==> config.mk <==
export PLATFORM = sky130hd
export DESIGN_NAME = tbw_front
export DESIGN_NICKNAME = d
export VERILOG_FILES = /design/src/sv/triangle_barycentric_weights_core_defines.svh /design/src/sv/tbw_pkg.sv /design/src/sv/tbw_front.sv
export SDC_FILE = /design/constraint.sdc
export NUM_CORES = 1
export LEC_CHECK = 0
export ABC_AREA = 1
export BUFFER_PORTS_ARGS = -buffer_cell sky130_fd_sc_hd__buf_2
export CORE_MARGIN = 2
export CORE_UTILIZATION = 35
export DETAILED_ROUTE_END_ITERATION = 8
export SYNTH_ARGS = -nofsm -noshare
export SYNTH_HDL_FRONTEND = slang
export SYNTH_SLANG_ARGS = --single-unit
==> constraint.sdc <==
create_clock -name aclk -period 20.5 [get_ports aclk]
set_input_delay 1.025 -clock aclk [delete_from_list [all_inputs] [get_ports aclk]]
set_output_delay 1.025 -clock aclk [all_outputs]
set_load 0.02 [all_outputs]
==> src/sv/triangle_barycentric_weights_core_defines.svh <==
// ----------------------------------------------------------------------------
// barycentric weights core assertion macros
// shared assertion forms for the rtl
// ----------------------------------------------------------------------------
`ifndef TRIANGLE_BARYCENTRIC_WEIGHTS_CORE_DEFINES_SVH
`define TRIANGLE_BARYCENTRIC_WEIGHTS_CORE_DEFINES_SVH

// implication checked on every clock, idle in reset
`define TBW_ASSERT_IMPL(label, clk, rstn, pre, post) \
    label: assert property (@(posedge clk) disable iff (!rstn) (pre) |-> (post)) \
        else $error("assertion failed");

// next-cycle implication
`define TBW_ASSERT_NEXT(label, clk, rstn, pre, post) \
    label: assert property (@(posedge clk) disable iff (!rstn) (pre) |=> (post)) \
        else $error("assertion failed");

`endif

==> src/sv/tbw_pkg.sv <==
// ----------------------------------------------------------------------------
// barycentric weights package
// shared widths
// ----------------------------------------------------------------------------
package tbw_pkg;
    localparam int unsigned WEIGHT_BITS = 32;
    localparam int unsigned OUT_TDATA_BITS = 104;
endpackage

==> src/sv/tbw_front.sv <==
// ----------------------------------------------------------------------------
// barycentric weights front
// unpacks a request, forms the edge and point-to-vertex vectors
// ----------------------------------------------------------------------------
module tbw_front
    import tbw_pkg::*;
#(
    parameter int COORD_BITS = 16
) (
    input  logic                     aclk,
    input  logic                     aresetn,
    input  logic                     in_valid,
    output logic                     in_ready,
    input  logic [12*COORD_BITS-1:0] in_data,
    output logic                     out_valid,
    input  logic                     out_ready,
    output logic [COORD_BITS:0]      e1_x, e1_y, e1_z,
    output logic [COORD_BITS:0]      e2_x, e2_y, e2_z,
    output logic [COORD_BITS:0]      e3_x, e3_y, e3_z,
    output logic [COORD_BITS:0]      d1_x, d1_y, d1_z,
    output logic [COORD_BITS:0]      d2_x, d2_y, d2_z,
    output logic [COORD_BITS:0]      d3_x, d3_y, d3_z
);
    localparam int DW = COORD_BITS + 1;
    logic valid_reg;
    logic signed [DW-1:0] v_reg [18];
    logic signed [DW-1:0] c [12];

    assign in_ready = !valid_reg || out_ready;
    assign out_valid = valid_reg;

    always_comb begin
        for (int i = 0; i < 12; i++) begin
            c[i] = DW'($signed(in_data[i*COORD_BITS +: COORD_BITS]));
        end
    end

    always_ff @(posedge aclk) begin
        if (!aresetn) begin
            valid_reg <= 1'b0;
        end else if (in_ready) begin
            valid_reg <= in_valid;
        end
        if (in_ready && in_valid) begin
            for (int k = 0; k < 3; k++) begin
                v_reg[k]    <= c[3+k] - c[6+k];
                v_reg[3+k]  <= c[6+k] - c[k];
                v_reg[6+k]  <= c[k] - c[3+k];
                v_reg[9+k]  <= c[9+k] - c[k];
                v_reg[12+k] <= c[9+k] - c[3+k];
                v_reg[15+k] <= c[9+k] - c[6+k];
            end
        end
    end

    assign e1_x = v_reg[0];  assign e1_y = v_reg[1];  assign e1_z = v_reg[2];
    assign e2_x = v_reg[3];  assign e2_y = v_reg[4];  assign e2_z = v_reg[5];
    assign e3_x = v_reg[6];  assign e3_y = v_reg[7];  assign e3_z = v_reg[8];
    assign d1_x = v_reg[9];  assign d1_y = v_reg[10]; assign d1_z = v_reg[11];
    assign d2_x = v_reg[12]; assign d2_y = v_reg[13]; assign d2_z = v_reg[14];
    assign d3_x = v_reg[15]; assign d3_y = v_reg[16]; assign d3_z = v_reg[17];
endmodule

# Word-level counts from Yosys, hierarchy flattened
# Memory sizes are Yosys's and may differ from the RTL's.
# Index checks and enable logic that the tools add are counted.
# classes
n_reduce_logical	3
multipliers	0
shift	0
n_addsub	18
order_cmp	0
muxes	2
bitwise	0
n_div	0
n_eq_ne	0
# ops
cell	n
subtractor 16 x 16 -> 17 bit	18
two-way mux 1 bit	2
logical AND 1 bit	1
zero test 1 bit	1
logical OR 1 bit	1
# word_totals
mem_bits_ro	0
ff_bits	1
memories	1
mem_bits_rw	306
out_inout_bits	308
latch_bits	0
in_bits	196
# memory_table
memory	depth	word_bits	read_ports	rd_ports_with_merged_regs	wr	line_no	rtl
v_reg	18	17	18	0	18	tbw_front.sv:26	logic signed [DW-1:0] v_reg [18];

# Longest topological paths before layout
# Gate-level depths: netlist of run 1.
# logic_depth
word_depth	5
depth_mapped	12

# Worst setup path before layout of run 1
# No wires, ideal clock.
# synth_path
path_type	input-to-reg
start	in in_valid
end	mem v_reg[0][0] (netlist name) (enable)
stages	2
arrival_ns	15.725
n_path_buf	0
setup_slack_ns	3.699
cell_sequence	inv_1 -> a21oi_1
# synth_rtl
item	line_no	rtl
from (decl)	tbw_front.sv:12	input logic in_valid,
to (decl)	tbw_front.sv:26	

==> run_results.csv, run 1 <==
group,metric,value,unit
floorplanning,start_util,0.354,
yosys,ys_types,17,
drt,drt.antenna.violating_nets,0,
global_route,grt_pass1_wl,142,mm
critical_path,critPathKind,"input pin to flop",
run_status,status,"complete, no violations",
drt,drcViolationCount,0,
clock_network,postCtsSetupBuffers,0,
drt,wirelength,95.0,mm
yosys,syn_area,0.0274,mm2
sta,post-route-min-period,2.66,ns
placement,place_area,0.0313,mm2
placement,routabilityCongestion,0.965,
clock_network,clock-sinks,307,
sta,slew_violations,0,
clock_network,ctsResizeCount,0,
floorplanning,die_w,284,um
sta,worst_slew_pin_slew,1.00,ns
yosys,syn-num-nets,4554,
clock_network,cts_tree,"done",
placement,place_hpwl,81.1,mm
sta,fmax,376,MHz
critical_path,cp_data_arrival_time,2.82,ns
critical_path,worstReg2RegStart,"out_valid",
drt,drt_iter0_markers,1775,
placement,numPortBuffers,503,
sta,fin_crit_sh,0.130,
sta,rsz0062_at_grt,"no",
floorplanning,dieHeight,284,um
sta,setup_viol,0,
yosys,avgSynthCellArea,6.76,um2
critical_path,rr_worst_depth,3,
clock_network,cts_buffers,41,
global_route,overflow,0,
power_and_ir_drop,p_per_area,71.8,mW/mm2
yosys,synth_warnings,0,
cells_and_area,largest_register_ffs,306,
sta,finalHoldViolations,0,
drt,post_drt_wl_per_cell,16.7,um
critical_path,path_max_fanout,66,
drt,viasPerCell,4.58,
yosys,ys_ff_latch,307,
clock_network,clockBufferDepth,3,
floorplanning,rows,102,
power_and_ir_drop,ir_worst_vdd,0.0484,mV
drt,vias,26000,
drt,first_pass_iters,6,
floorplanning,pin_count,504,
power_and_ir_drop,leakage,19.6,nW
min_path,hold_depth,2,
min_path,hp-start,"out_valid",
job,cap_violations,0,
cells_and_area,final_cell_count_no_fill,5675,
power_and_ir_drop,p_total,2.34,mW
floorplanning,core_area,0.0775,mm2
clock_network,ctsHtreeMaxLevel,2,
yosys,synth_cells,4052,
sta,tns,0,ns
critical_path,worst_ep_required_time,20.66,ns
cells_and_area,drive_gt1_frac,0.128,
global_route,grt_pass1_vias,24100,
cells_and_area,fin_nets,5105,
placement,post-place-cells,5600,
sta,slew_headroom,0.331,
critical_path,critPathLaunchType,"input pin",
critical_path,cp-end-kind,"flop",
cells_and_area,syn_to_final_growth,18.9,%
global_route,grt_max_degree,69,
clock_network,holdBufCountCts,0,
floorplanning,dieArea,0.0805,mm2
clock_network,clockRootBuffer,"clkbuf_16",
min_path,hold_path_class,"flop to flop",
critical_path,crit_start,"out_ready",
yosys,yosysSeqAreaShare,0.336,
global_route,grt_usage,0.230,
clock_network,clkLatencyLatePin,0.56,ns
cells_and_area,fin_area,0.0326,mm2
sta,fin_skew,0.0283,ns
global_route,antenna_found_initial,10,
clock_network,path_clk_slew,0.06,ns
-- final cells by class --
type / instances / area (um2)
diodes: 4 / 10.0
clock buffers: 53 / 1110
clock inverters: 18 / 183
fillers: 8233 / 44900
inverters: 1012 / 3800
multi-input cells: 2733 / 14400
flip-flops and latches: 307 / 9210
well taps: 1040 / 1300
repair buffers: 508 / 2550
-- final timing paths --
path | end | slack [ns]
min reg2reg | out_valid | 0.55
min | out_valid | 0.55
max reg2reg | v_reg[0][287] | 18.07
max | v_reg[0][287] | 17.84
-- power breakdown --
group	total, mW	switching [mW]	internal (mW)
clock	0.714	0.294	0.419
sequential	0.835	0.0332	0.802
combinational	0.791	0.539	0.251
-- worst max-delay path: stages --
cell and delay (ns):
buf_2 0.08, inv_1 0.06, a21oi_4 0.12, buf_4 0.58, buf_4 0.80
-- through the flow --
| stage | setup WS, ns | util | hold WS (ns) |
|---|---|---|---|
| 6_report | 17.84 | 0.421 | 0.549 |
| 5_1_grt | 17.70 | 0.421 | 0.615 |
| 4_1_cts | 17.86 | 0.420 | 0.554 |
| 3_5_place_dp | 17.28 | 0.404 | 0.545 |
| 3_3_place_gp | 17.26 | 0.404 | 0.537 |
| 2_1_floorplan | 3.70 | - | 0.729 |
-- routing by layer --
layer	wire length (um)	track usage
met3	6290	0.0387
met1	42000	0.301
met5	39	0
met4	3450	0.0787
met2	43100	0.383
-- cells by family after synthesis --
group / synth area share
AO/OA/AOI/OAI: 0.0333
buffers and inverters: 0.139
XOR/XNOR: 0.0403
AND/OR/NAND/NOR: 0.307
adder cells (fa/ha/maj): 0.145
flip-flops: 0.336
-- cells in the mapped netlist (all sizes together) --
cell type / instances / area share
fa: 18 / 0.013
nand2: 1693 / 0.23
or2: 22 / 0.0050
edfxtp: 306 / 0.34
dfxtp: 1 / 0.00073
inv: 1012 / 0.14
xor2: 86 / 0.027
a21boi: 1 / 0.00027
nand3: 202 / 0.037
ha: 288 / 0.13
nor3: 72 / 0.014
xnor2: 40 / 0.013
nor2: 130 / 0.018
a21oi: 181 / 0.033
-- layout by cell type, fill, tap and decap left out, drive strengths merged --
cell type	Yosys	routed
nand2	1693	1693
inv	1012	1012
buf	0	508
edfxtp	306	306
ha	288	288
nand3	202	202
a21oi	181	181
nor2	130	130
xor2	86	86
nor3	72	72
clkbuf	0	53
xnor2	40	40
or2	22	22
fa	18	18
clkinv	0	12
diode	0	4
bufinv	0	3
clkinvlp	0	3
a21boi	1	1
dfxtp	1	1
(Power assumes the default switching activity.)
==> run 2, diff against run 1 <==
==> constraint.sdc (replaced) <==
create_clock -name aclk -period 2.7 [get_ports aclk]
set_input_delay 0.135 -clock aclk [delete_from_list [all_inputs] [get_ports aclk]]
set_output_delay 0.135 -clock aclk [all_outputs]
set_load 0.02 [all_outputs]
==> run 2 against run 1 <==
Net effect:
- critical endpoint is now v_reg[0][186]
- hold slack lost 0.49 ns
- power grew to 7.8 times the previous value
- wire length shrank 0.62%
==> run_results.csv, run 2 (synthesized netlist as in run 1, its figures left out) <==
group,metric,value,unit
run_status,status,"complete, no violations",
sta,fmax,487,MHz
placement,post-place-cells,5602,
global_route,grt_pass1_vias,24300,
critical_path,cp-end-kind,"flop",
cells_and_area,final_common_cell,"nand2_1",
cells_and_area,final_cell_count_no_fill,5696,
clock_network,path_clk_slew,0.06,ns
placement,routabilityCongestion,0.975,
global_route,grt_max_degree,123,
sta,worst_slew_pin_slew,0.846,ns
drt,routed.top_layer,"met5",
power_and_ir_drop,switchingPower,6.70,mW
power_and_ir_drop,ir_worst_vdd,0.425,mV
min_path,whs_endpoint,"v_reg[0][87]",
drt,wirelength,94.4,mm
global_route,grt_usage,0.229,
drt,drt_iter0_markers,1595,
sta,tns,0,ns
drt,first_pass_iters,6,
floorplanning,core_area,0.0775,mm2
critical_path,critPathLaunchType,"input pin",
drt,met3_length,6.04,mm
power_and_ir_drop,power.share.clock,0.325,
sta,post-route-min-period,2.06,ns
placement,numPortBuffers,503,
clock_network,postCtsSetupBuffers,0,
critical_path,rr_worst_depth,3,
power_and_ir_drop,p_comb_frac,0.329,
sta,slew_violations,0,
min_path,hold_depth,3,
global_route,grt_pass1_wl,141,mm
sta,setup_viol,0,
drt,dr_wl_met2,43.5,mm
sta,fin_skew,0.0192,ns
floorplanning,dieArea,0.0805,mm2
cells_and_area,largest_register_ffs,306,
clock_network,clock-sinks,307,
drt,drt.antenna.violating_nets,0,
clock_network,cts_buffers,42,
placement,place_hpwl,80.4,mm
drt,viasPerCell,4.56,
cells_and_area,fin_nets,5119,
drt,drcViolationCount,0,
global_route,antenna_found_initial,12,
floorplanning,dieHeight,284,um
power_and_ir_drop,p_per_area,557,mW/mm2
sta,finalHoldViolations,0,
floorplanning,start_util,0.354,
cells_and_area,fin_area,0.0329,mm2
cells_and_area,syn_to_final_growth,20.1,%
floorplanning,pin_count,504,
clock_network,clockRootBuffer,"clkbuf_16",
cells_and_area,n_fill_cell,8220,
global_route,overflow,0,
floorplanning,rows,102,
power_and_ir_drop,intPower,11.6,mW
power_and_ir_drop,leakage,19.7,nW
job,cap_violations,0,
power_and_ir_drop,seqPwrFrac,0.345,
sta,slew_headroom,0.436,
clock_network,clockBufferDepth,3,
clock_network,cts_tree,"done",
critical_path,cp_data_arrival_time,2.39,ns
critical_path,worstReg2RegStart,"out_valid",
sta,rsz0062_at_grt,"no",
cells_and_area,drive_gt1_frac,0.130,
critical_path,worst_ep_required_time,3.03,ns
power_and_ir_drop,p_sw_frac,0.366,
floorplanning,die_w,284,um
critical_path,r2r_slack,1.01,ns
min_path,hold_path_class,"input pin to flop",
min_path,hp-start,"in_data[130]",
drt,wl_met1,41.6,mm
drt,post_drt_wl_per_cell,16.6,um
critical_path,path_max_fanout,3,
sta,fin_crit_sh,0.761,
drt,vias,26000,
clock_network,clkLatencyLatePin,0.59,ns
clock_network,ctsHtreeMaxLevel,2,
placement,place_area,0.0313,mm2
critical_path,critPathKind,"input pin to flop",
critical_path,r2r-end,"v_reg[0][60]",
cells_and_area,final_cell_mix,"nand2_1 (1678), inv_1 (1008), buf_2 (503), edfxtp_1 (306), ha_1 (288)",
sta,holdWs,0.0573,ns
## run 2: per-stage QoR
stage               setup slack [ns]  total power, mW   util
CTS                            0.735             18.5  0.425
detailed placement             0.682             12.4  0.405
floorplan                      -3.12             10.3      -
finish                         0.645             18.3  0.425
global route                   0.553             19.4  0.425
global placement               0.694             12.4  0.405
## run 2: cell type report
| cell class | instances | area [um2] | share of cell area |
|---|---|---|---|
| antenna | 7 | 17.5 | 0.000532 |
| clock buffer | 50 | 1100 | 0.0335 |
| clock inverter | 26 | 349 | 0.0106 |
| inverter | 1012 | 3800 | 0.115 |
| multi-input combinational | 2733 | 14400 | 0.438 |
| sequential | 307 | 9210 | 0.280 |
| tap | 1040 | 1300 | 0.0395 |
| timing repair buffer | 521 | 2730 | 0.0829 |
## run 2: power by group through the flow
stage          registers (mW)  clock network, mW  logic (mW)
2_1_floorplan            7.10                  0        3.24
3_3_place_gp             6.44                  0        5.97
3_5_place_dp             6.42                  0        6.00
4_1_cts                  6.34               6.12        6.05
5_1_grt                  6.37               6.29        6.74
6_report                 6.33               5.96        6.04
## run 2: worst max-delay path by stage
| stage | start | endpoint | slack, ns | cells past startpoint |
|---|---|---|---|---|
| 2_1_floorplan | out_valid | v_reg[0][0] | -3.12 | 1 |
| 3_3_place_gp | in_data[160] | v_reg[0][182] | 0.69 | 12 |
| 3_5_place_dp | in_data[176] | v_reg[0][305] | 0.68 | 12 |
| 4_1_cts | in_data[16] | v_reg[0][131] | 0.74 | 13 |
| 5_1_grt | in_data[16] | v_reg[0][184] | 0.55 | 12 |
| 6_report | in_data[16] | v_reg[0][186] | 0.64 | 12 |
## run 2: worst max-delay path, stage by stage
cell	delay [ns]
dlygate4sd3_1	0.57
buf_2	0.16
ha_1	0.22
fa_1	0.41
inv_1	0.07
nand2_1	0.05
nand2_1	0.22
nand3_1	0.14
nand2_1	0.19
nand2_1	0.09
nand3_1	0.08
nand2_1	0.05
## run 2: metal layers
layer	global-route usage	up-vias
li1	-	13500
met1	0.297	11600
met2	0.384	750
met3	0.0394	149
met4	0.0786	4
met5	0	-
## run 2: timing repair
| action | CTS | global route |
|---|---|---|
| hold endpoints to repair | 16 | 0 |
| resized for setup | 0 | 0 |
| hold buffers | 11 | 0 |
==> run 3, diff against run 2 <==
==> constraint.sdc (replaced) <==
create_clock -name aclk -period 1.8 [get_ports aclk]
set_input_delay 0.09 -clock aclk [delete_from_list [all_inputs] [get_ports aclk]]
set_output_delay 0.09 -clock aclk [all_outputs]
set_load 0.02 [all_outputs]
==> run 3 against run 2 <==
Net effect:
- combinational power increased by 57%
- critical path type unchanged
- global-route usage grew 0.41 points
- first-iteration DRC count is 20% higher
- largest cell class unchanged
- die area stayed put
- design area is 3.2% higher
- core utilization rose by 1.4 points
- count of clock-buffer cells in the layout shrank 4
- hold slack got worse by 0.020 ns
- power rose by 51%
- sequential cell count stayed put
- via count grew 2.1%
==> run_results.csv, run 3 (synthesized netlist as in run 1, its figures left out) <==
group,metric,value,unit
global_route,grt_max_degree,52,
global_route,grt_util_met3,0.0415,
clock_network,ctsHtreeMaxLevel,2,
global_route,grt_pass1_vias,25000,
cells_and_area,final_cell_mix,"nand2_1 (1645), inv_1 (1008), buf_2 (502), edfxtp_1 (306), ha_1 (285)",
clock_network,clockBufferDepth,3,
global_route,met2_usage,0.392,
drt,drcViolationCount,0,
clock_network,clockRootBuffer,"clkbuf_16",
global_route,grt_usage,0.233,
cells_and_area,final_common_cell,"nand2_1",
run_status,status,"complete, no violations",
cells_and_area,final_cell_count_no_fill,5813,
cells_and_area,fin_area,0.0340,mm2
placement,numPortBuffers,503,
power_and_ir_drop,ir_worst_vdd,0.611,mV
sta,slew_violations,0,
job,cap_violations,0,
drt,first_pass_iters,6,
clock_network,path_clk_slew,0.06,ns
sta,holdWs,0.0371,ns
critical_path,path_max_fanout,3,
floorplanning,pin_count,504,
sta,rsz0062_at_grt,"yes",
sta,finalHoldViolations,0,
placement,routabilityCongestion,0.990,
floorplanning,start_util,0.354,
cells_and_area,syn_to_final_growth,24.0,%
cells_and_area,regArea,0.00921,mm2
drt,viasPerCell,4.56,
drt,post_drt_wl_per_cell,16.5,um
clock_network,clkLatencyLatePin,0.59,ns
clock_network,clock-sinks,307,
sta,fmax,580,MHz
sta,fin_skew,0.0203,ns
floorplanning,dieArea,0.0805,mm2
sta,worst_slew_pin_slew,0.421,ns
power_and_ir_drop,p_per_area,813,mW/mm2
cells_and_area,drive_gt1_frac,0.157,
critical_path,critPathKind,"input pin to flop",
cells_and_area,largest_register_ffs,306,
clock_network,cts_tree,"done",
placement,place_area,0.0321,mm2
global_route,grt-busiest-layer,"met2",
clock_network,cts_buffers,41,
power_and_ir_drop,p_total,27.6,mW
drt,drt.antenna.violating_nets,0,
critical_path,worst_ep_required_time,2.14,ns
global_route,grt_pass1_wl,144,mm
power_and_ir_drop,leakage,20.3,nW
global_route,overflow,0,
sta,setup_viol,0,
cells_and_area,multi_input_area,0.0145,mm2
drt,vias,26500,
placement,post-place-cells,5699,
critical_path,cp-end-kind,"flop",
floorplanning,die_w,284,um
critical_path,cp_data_arrival_time,2.06,ns
global_route,antenna_found_initial,9,
cells_and_area,n_fill_cell,8083,
drt,wirelength,96.2,mm
min_path,hold_path_class,"input pin to flop",
drt,drt_iter0_markers,1908,
critical_path,critPathLaunchType,"input pin",
floorplanning,core_area,0.0775,mm2
cells_and_area,fin_nets,5237,
floorplanning,dieHeight,284,um
floorplanning,rows,102,
sta,fin_crit_sh,0.957,
sta,post-route-min-period,1.72,ns
global_route,use_met1,0.302,
sta,slew_headroom,0.717,
placement,place_hpwl,82.1,mm
run 3: changes by cell type in the layout (fill, tap and decap cells not counted), sizes merged:
cell and change:
diode -1, clkinv +5, dlymetal6s4s +1, clkinvlp -3, buf +100, inv +2
dlygate4sd3 +18, bufinv -1, clkbuf -4
run 3: path summary, 6_finish.rpt:
| path | startpoint | endpoint | slack (ns) | cells past startpoint |
|---|---|---|---|---|
| max | in_data[65] | v_reg[0][235] | 0.08 | 12 |
| min reg2reg | out_valid | v_reg[0][86] | 0.77 | 2 |
| max reg2reg | out_valid | v_reg[0][63] | 0.35 | 3 |
| min | in_data[112] | v_reg[0][272] | 0.04 | 4 |
run 3: metrics by stage:
stage	setup slack [ns]	utilization	TNS (ns)
after floorplan	-4.02	-	-1230.99
after global placement	-0.132	0.415	-2.75
after detailed placement	-0.141	0.415	-3.66
after CTS	0.00526	0.436	0
after global routing	-0.0171	0.439	-0.0289
final	0.0771	0.439	0
run 3: what timing repair did:
| item | CTS | global route |
|---|---|---|
| endpoints found under the setup margin | 0 | 75 |
| buffers inserted | 0 | 3 |
| hold buffers | 30 | 0 |
| hold endpoints to repair | 24 | 0 |
| resized for setup | 0 | 52 |
run 3: layout make-up:
| class | count | share of cell area |
|---|---|---|
| timing repair buffer | 640 | 0.110 |
| clock buffer | 46 | 0.0307 |
| clock inverter | 29 | 0.00998 |
| inverter | 1012 | 0.112 |
| antenna | 6 | 0.000442 |
| tap | 1040 | 0.0383 |
| multi-input combinational | 2733 | 0.428 |
| sequential | 307 | 0.271 |
run 3: power by group:
part           leakage [nW]  internal [mW]  switching, mW  total, mW
sequential             2.99           9.12          0.375       9.50
clock                 0.676           5.09           3.53       8.62
combinational          16.6           3.22           6.29       9.51
total                  20.3           17.4           10.2       27.6
run 3: critical path, cell delays in order:
cell and delay [ns]:
dlygate4sd3_1 0.57, buf_4 0.17, buf_4 0.14, fa_1 0.43, inv_1 0.06, nand2_1 0.04, nand2_1 0.11, nand3_1 0.08
nand2_1 0.11, nand2_1 0.08, nand3_1 0.10, nand2_1 0.06
run 3: routing by layer:
metal,wire (um),vias up
met3,6320,140
met2,44500,773
li1,-,13700
met5,28,-
met1,42200,11900
met4,3100,4
